### src/rtl/mfem_pkg.sv
// Package for the Mersenne factor exponent marker.
// Holds codes, state type and the controller/datapath interface structs.
`timescale 1ns / 1ps
package mfem_pkg;

  localparam int MAX_EXPONENT_DEF = 65536;
  localparam int FACTOR_BITS_DEF  = 64;
  localparam logic [16:0] LIMIT_RESET = 17'd65536;

  // Request types
  localparam logic [1:0] REQ_TEST = 2'd0;
  localparam logic [1:0] REQ_LOAD = 2'd1;
  localparam logic [1:0] REQ_READ = 2'd2;
  localparam logic [1:0] REQ_NONE = 2'd3;

  // Configuration register indexes
  localparam logic CFG_LIMIT = 1'b0;
  localparam logic CFG_PRIME = 1'b1;

  typedef enum logic [2:0] {
    OUT_MERSENNE  = 3'd0,
    OUT_RESIDUE   = 3'd1,
    OUT_COMPOSITE = 3'd2,
    OUT_NOT_PRIME = 3'd3,
    OUT_MARKED    = 3'd4,
    OUT_LOADED    = 3'd5,
    OUT_READ      = 3'd6
  } outcome_t;

  typedef enum logic [3:0] {
    S_CLEAR,
    S_IDLE,
    S_DECODE,
    S_DIV_GO,
    S_DIV_WAIT,
    S_DIV_EVAL,
    S_ORD_INIT,
    S_ORD_STEP,
    S_MEM_RD,
    S_FINISH
  } state_t;

  typedef struct packed {
    logic     clr_wr;
    logic     latch;
    logic     div_start;
    logic     d_init;
    logic     d_adv;
    logic     ord_init;
    logic     ord_step;
    logic     mem_rd;
    logic     out_load;
    outcome_t outcome;
  } cmd_t;

  typedef struct packed {
    logic       clr_last;
    logic [1:0] req;
    logic       mersenne;
    logic       res_ok;
    logic       need_prime;
    logic       div_busy;
    logic       div_gt;
    logic       rem_zero;
    logic       ord_run;
    logic       comp_bit;
    logic       out_free;
  } sts_t;

endpackage

### src/rtl/mfem_ctrl.sv
// Controller state machine for the Mersenne factor exponent marker.
// Sequences the datapath through commands; uses mfem_pkg.
`timescale 1ns / 1ps
module mfem_ctrl (
  input  logic           clk,
  input  logic           rst,
  input  logic           in_valid,
  output logic           in_ready,
  input  mfem_pkg::sts_t sts,
  output mfem_pkg::cmd_t cmd
);
  import mfem_pkg::*;

  state_t   state;
  state_t   state_next;
  outcome_t outcome;
  outcome_t outcome_next;

  always_ff @(posedge clk) begin
    if (rst) begin
      state   <= S_CLEAR;
      outcome <= OUT_MERSENNE;
    end else begin
      state   <= state_next;
      outcome <= outcome_next;
    end
  end

  // Next state
  always_comb begin
    state_next   = state;
    outcome_next = outcome;
    unique case (state)
      S_CLEAR:    if (sts.clr_last) state_next = S_IDLE;
      S_IDLE:     if (in_valid) state_next = S_DECODE;
      S_DECODE: begin
        unique case (sts.req)
          REQ_LOAD: begin
            outcome_next = OUT_LOADED;
            state_next   = S_FINISH;
          end
          REQ_READ: begin
            outcome_next = OUT_READ;
            state_next   = S_MEM_RD;
          end
          REQ_TEST: begin
            priority if (sts.mersenne) begin
              outcome_next = OUT_MERSENNE;
              state_next   = S_FINISH;
            end else if (!sts.res_ok) begin
              outcome_next = OUT_RESIDUE;
              state_next   = S_FINISH;
            end else if (sts.need_prime) begin
              state_next = S_DIV_GO;
            end else begin
              state_next = S_ORD_INIT;
            end
          end
          default: state_next = S_IDLE;
        endcase
      end
      S_DIV_GO:   state_next = S_DIV_WAIT;
      S_DIV_WAIT: if (!sts.div_busy) state_next = S_DIV_EVAL;
      S_DIV_EVAL: begin
        priority if (sts.div_gt) begin
          state_next = S_ORD_INIT;
        end else if (sts.rem_zero) begin
          outcome_next = OUT_COMPOSITE;
          state_next   = S_FINISH;
        end else begin
          state_next = S_DIV_GO;
        end
      end
      S_ORD_INIT: state_next = S_ORD_STEP;
      S_ORD_STEP: begin
        if (!sts.ord_run) begin
          outcome_next = OUT_MARKED;
          state_next   = S_MEM_RD;
        end
      end
      S_MEM_RD:   state_next = S_FINISH;
      S_FINISH:   if (sts.out_free) state_next = S_IDLE;
      default:    state_next = S_CLEAR;
    endcase
  end

  // Outputs
  always_comb begin
    cmd         = '0;
    cmd.outcome = outcome;
    in_ready    = 1'b0;
    unique case (state)
      S_CLEAR: cmd.clr_wr = 1'b1;
      S_IDLE: begin
        in_ready  = 1'b1;
        cmd.latch = in_valid;
      end
      S_DECODE:   cmd.d_init = 1'b1;
      S_DIV_GO:   cmd.div_start = 1'b1;
      S_DIV_WAIT: ;
      S_DIV_EVAL: cmd.d_adv = 1'b1;
      S_ORD_INIT: cmd.ord_init = 1'b1;
      S_ORD_STEP: cmd.ord_step = sts.ord_run;
      S_MEM_RD:   cmd.mem_rd = 1'b1;
      S_FINISH: begin
        cmd.out_load = sts.out_free;
        if (outcome == OUT_MARKED && sts.comp_bit) cmd.outcome = OUT_NOT_PRIME;
      end
      default: ;
    endcase
  end
endmodule

### config.mk
export PLATFORM = sky130hd
export DESIGN_NAME = mfem_ctrl
export DESIGN_NICKNAME = d
export VERILOG_FILES = /design/src/rtl/mfem_pkg.sv /design/src/rtl/mfem_ctrl.sv
export SDC_FILE = /design/constraint.sdc
export NUM_CORES = 1
export LEC_CHECK = 0
export BUFFER_PORTS_ARGS = -buffer_cell sky130_fd_sc_hd__buf_4
export CORE_MARGIN = 1.5
export CORE_UTILIZATION = 38
export CTS_CLUSTER_DIAMETER = 200
export DETAILED_ROUTE_END_ITERATION = 6
export GPL_TIMING_DRIVEN = 0
export HOLD_SLACK_MARGIN = 0.08
export PLACE_DENSITY_LB_ADDON = 0.3
export SYNTH_ARGS = -nofsm -noshare
export SYNTH_HDL_FRONTEND = slang
export SYNTH_SLANG_ARGS = --single-unit
### constraint.sdc
create_clock -name clk -period 2.3 [get_ports clk]
set_input_delay 0.46 -clock clk [delete_from_list [all_inputs] [get_ports clk]]
set_output_delay 0.46 -clock clk [all_outputs]
set_load 0.02 [all_outputs]
Yosys cells after proc, flatten, opt, wreduce, memory -nomap -nowiden
Index checks and enable logic that the tools add are counted.
{ "op_classes": {"muxes": 30, "reduce_logical": 6, "eq_ne": 21} }
{ "op_table": {"columns": ["op", "count"], "rows": [
  ["4-bit 2-to-1 mux", 10],
  ["4-bit case mux with 10 select lines", 1],
  ["3-bit 2-to-1 mux", 7],
  ["3-bit case mux with 3 select lines", 2],
  ["4-bit by 3-bit equality test with 1-bit output (second input constant)", 4],
  ["2-bit != test (second input constant)", 7],
  ["4-bit case mux with 3 select lines", 1],
  ["1-bit 2-to-1 mux", 9],
  ["4-bit by 2-bit equality test with 1-bit output (second input constant)", 2],
  ["4-bit equality test (second input constant)", 2],
  ["6-bit AND reduction", 1],
  ["5-bit AND reduction", 1],
  ["4-bit by 1-bit equality test with 1-bit output (second input constant)", 1],
  ["4-bit zero test", 1],
  ["4-bit by 1-bit != test with 1-bit output (second input constant)", 1],
  ["4-bit != test (second input constant)", 1],
  ["3-bit equality test (second input constant)", 1],
  ["3-bit nonzero test", 1],
  ["2-bit by 1-bit equality test with 1-bit output (second input constant)", 1],
  ["2-bit equality test (second input constant)", 1],
  ["2-bit zero test", 1],
  ["1-bit logical AND", 1]
]} }
{ "totals": {"word_cells": 59, "output_inout_bits": 13, "input_bits": 15, "reg_bits": 7} }

Logic depth before layout (Yosys ltp)
{ "logic_depth": {"ltp_word": 5, "ltp_mapped": 7} }

Worst setup path after synthesis
No wires, ideal clock.
{ "synth_timing": {"path_type": "reg-to-output", "from": "reg state[2]", "to": "out cmd[10] in the netlist's numbering", "slack_ps": 358, "arrival_time_ps": 1482, "required_ps": 1840, "path_stages_with_launch": 5, "path_cell_list": "dfxtp_1 buf_4 nand2b_1 nor3_1 and2_1"} }
{ "synth_lines": {"columns": ["element", "line", "text"], "rows": [
  ["start, declared", "mfem_ctrl.sv:14", "state_t state;"],
  ["start signal, assigned", "mfem_ctrl.sv:24", "state <= state_next;"],
  ["end, declared", "mfem_ctrl.sv:10", "output mfem_pkg::cmd_t cmd"]
]} }

==> summary.md <==
### Floorplanning
- Die Outline Area: 0.002047 mm2
- standard-cell row count: 15
- core area: 0.001708 mm2
- Die Span Y: 45.25 um
- initial cell density of the core: 39.71%
- Ports: 28
- DIE WIDTH: 45.25 um

### Logic synthesis
- cells after synthesis: 93
- Syn Area/Cell: 7.292 um2
- number of storage elements in the synthesis netlist: 7
- synthesis warning total: 0
- combined area of all synthesized cells: 678.2 um2
- EDFF count, synth: 0
- share of async-settable or async-resettable flops after synthesis: 0%
- syn nets: 108
- sequential area share after synthesis: 20.66%
- dominant synthesized flop cell: sky130_fd_sc_hd__dfxtp_1
- unique cell type count in the Yosys netlist: 40

### Clock network
- Reg clk slew, reported paths: 0.05 ns
- TritonCTS clock tree: done
- depth of the CTS H-tree: 1
- setup fix buffers added after clock tree synthesis: 0
- Num Clock Sinks: 7
- insertion delay of the later-clocked pin in the worst-skew pair: 0.25 ns
- CTS root buf: sky130_fd_sc_hd__clkbuf_4
- post-CTS resize count: 0
- Hold Buf Count CTS: 0
- maximum clock path buffer count: 2
- number of buffers created by CTS: 3

### Placement
- Post-DP HPWL: 1.439 mm
- worst setup slack after placement: 0.3548 ns
- Buffers on Ports: 26
- RD Place Congestion: 0.8364

### Outcome
- result of the run: completed

### GRT
- first-pass GRT wire length: 2.918 mm
- number of global-route vias before repair: 710
- combined global-route utilization of all metal layers: 19.38%
- initial antenna violation count: 0
- maximum number of pins on one net before global-route repair: 11
- aggregate global routing overflow: 0

### Timing
- Max transition margin: 73.11%
- post-route minimum period: 2.121 ns
- Worst Max-Slew Pin Slew: 0.4026 ns
- highest clock rate: 471.5 MHz
- final setup skew: 0.002135 ns
- RSZ-0062 raised after global routing: false
- Post-Route Setup TNS: 0 ns
- Final setup viols: 0
- Final Cycle Share: 92.22%
- number of endpoints with negative hold slack in the final report: 0
- crit path setup slack, layout: 0.1789 ns
- max-slew violations: 0

### Setup path
- launch point of the worst path: state[3]
- data arrival time of the critical path: 1.66 ns
- Data required, critical path: 1.84 ns
- CP endpoint kind: output pin
- worst reg2reg path startpoint: state[1]
- setup slack of the worst register-to-register path: 0.62 ns
- type of element launching the critical path: flop
- worst-path maximum fanout: 10
- kind of critical path: reg -> out

### Pwr
- PwrDens: 500.2 mW/mm2
- total leakage power: 0.4331 nW
- Peak supply drop: 0.0004216 V

### Drt
- detailed-route vias per instance: 5.581
- vias: 826
- routed wire length: 1.876 mm
- number of detailed-routing iterations run before antenna repair: 4
- wire length per cell: 12.68 um
- number of violations reported at the end of detailed-routing iteration 0: 23
- Remaining DRCs: 0
- post-detailed-route count of antenna-violating nets: 0

### Cells and area
- footprint of the flip-flops and latches: 141.4 um2
- combined area of the multi-input logic cells: 460.4 um2
- Antenna Cells: 0
- number of nets at the end of the flow: 139
- Filler Cell Count: 179
- share of cells above drive strength 1: 34.15%
- synth-to-layout area growth: 37.82%

### Min path
- worst hold path startpoint: sts[0]
- class of the worst hold path: in -> reg

### Job
- number of violations of the max-capacitance limit: 0

[per-stage QoR]
stage          hold slack, ns  power [mW]  instance area (um2)  util [%]  std cells
3_5_place_dp           0.5091      0.3552                904.6     52.97        144
5_1_grt                0.5268      0.4987                934.6     54.73        148
4_1_cts                0.4922      0.4681                930.9     54.51        148
3_3_place_gp           0.4939      0.3526                904.6     52.97        144
6_report               0.4984      0.4675                934.6     54.73        148
2_1_floorplan          0.4730      0.2810                678.2         -         93
[Yosys cell counts (all sizes together) (3+ instances only)]
cell | count | area (um2)
a21oi | 7 | 38.79
a211oi | 4 | 35.03
o31ai | 4 | 30.03
buf | 4 | 33.78
nor2 | 9 | 33.78
nor3 | 9 | 45.04
nand2 | 6 | 22.52
nand2b | 3 | 18.77
inv | 8 | 30.03
dfxtp | 7 | 140.1
[layout by cell type (no fill, tap or decap), types with 2 or more instances in the layout]
master | netlist | routed
sky130_fd_sc_hd__nor3_1 | 9 | 9
sky130_fd_sc_hd__clkbuf_4 | 0 | 3
sky130_fd_sc_hd__a21oi_1 | 6 | 6
sky130_fd_sc_hd__o31ai_1 | 4 | 4
sky130_fd_sc_hd__nor2_1 | 9 | 8
sky130_fd_sc_hd__o21ai_0 | 2 | 2
sky130_fd_sc_hd__inv_1 | 8 | 8
sky130_fd_sc_hd__nand2_1 | 6 | 6
sky130_fd_sc_hd__dfxtp_1 | 7 | 6
sky130_fd_sc_hd__buf_4 | 3 | 29
sky130_fd_sc_hd__o21bai_1 | 2 | 2
sky130_fd_sc_hd__a211oi_1 | 3 | 3
sky130_fd_sc_hd__nand4_1 | 2 | 2
sky130_fd_sc_hd__nand2b_1 | 3 | 3
sky130_fd_sc_hd__and2_1 | 2 | 2
sky130_fd_sc_hd__a31oi_1 | 2 | 2
[power by group]
part           internal, mW  switching (mW)  leakage [nW]
Clock                0.0662          0.0451        0.0150
Combinational        0.0959           0.115         0.361
Sequential            0.133          0.0125        0.0571
Total                 0.295           0.172         0.433
[registers in the layout (all words and copies together), names as in the netlist]
register	flops
outcome	3
state	4
[metal layers]
| metal | wire (um) | track usage [%] | part of all wire [%] |
|---|---|---|---|
| met1 | 761 | 23.00 | 41 |
| met2 | 993 | 34.86 | 53 |
| met3 | 122 | 4.800 | 6.5 |
| met4 | 0 | 4.118 | 0 |
| met5 | 0 | 0 | 0 |
[critical path: stages, from the launching register on]
cell and delay (ns):
sky130_fd_sc_hd__dfxtp_1 0.41, sky130_fd_sc_hd__buf_4 0.20, sky130_fd_sc_hd__nand2b_1 0.13, sky130_fd_sc_hd__nor2_2 0.18
sky130_fd_sc_hd__nand2_1 0.09, sky130_fd_sc_hd__o31ai_1 0.22, sky130_fd_sc_hd__buf_4 0.18
[final timing paths]
path / end / cells past startpoint
max: cmd[1] / 6
min: state[3] / 4
max reg2reg: state[1] / 6
min reg2reg: outcome[0] / 2
[kinds of logic (layout without fill, tap and decap cells)]
logic type,after synthesis,after routing,synth area share [%]
buffers and inverters,14,44,11.81
multiplexers,1,1,1.476
AO/OA/AOI/OAI,27,27,28.78
AND/OR/NAND/NOR,44,44,37.27
flip-flops,7,7,20.66
[layout make-up]
type,instances,area share [%]
Clock buffer,4,2.811
Buffer,6,5.355
Timing Repair Buffer,26,20.88
Multi-Input combinational cell,72,49.26
Inverter,8,3.213
Tap cell,25,3.347
Sequential cell,7,15.13
Note: power is estimated with default switching activity, not from simulation.
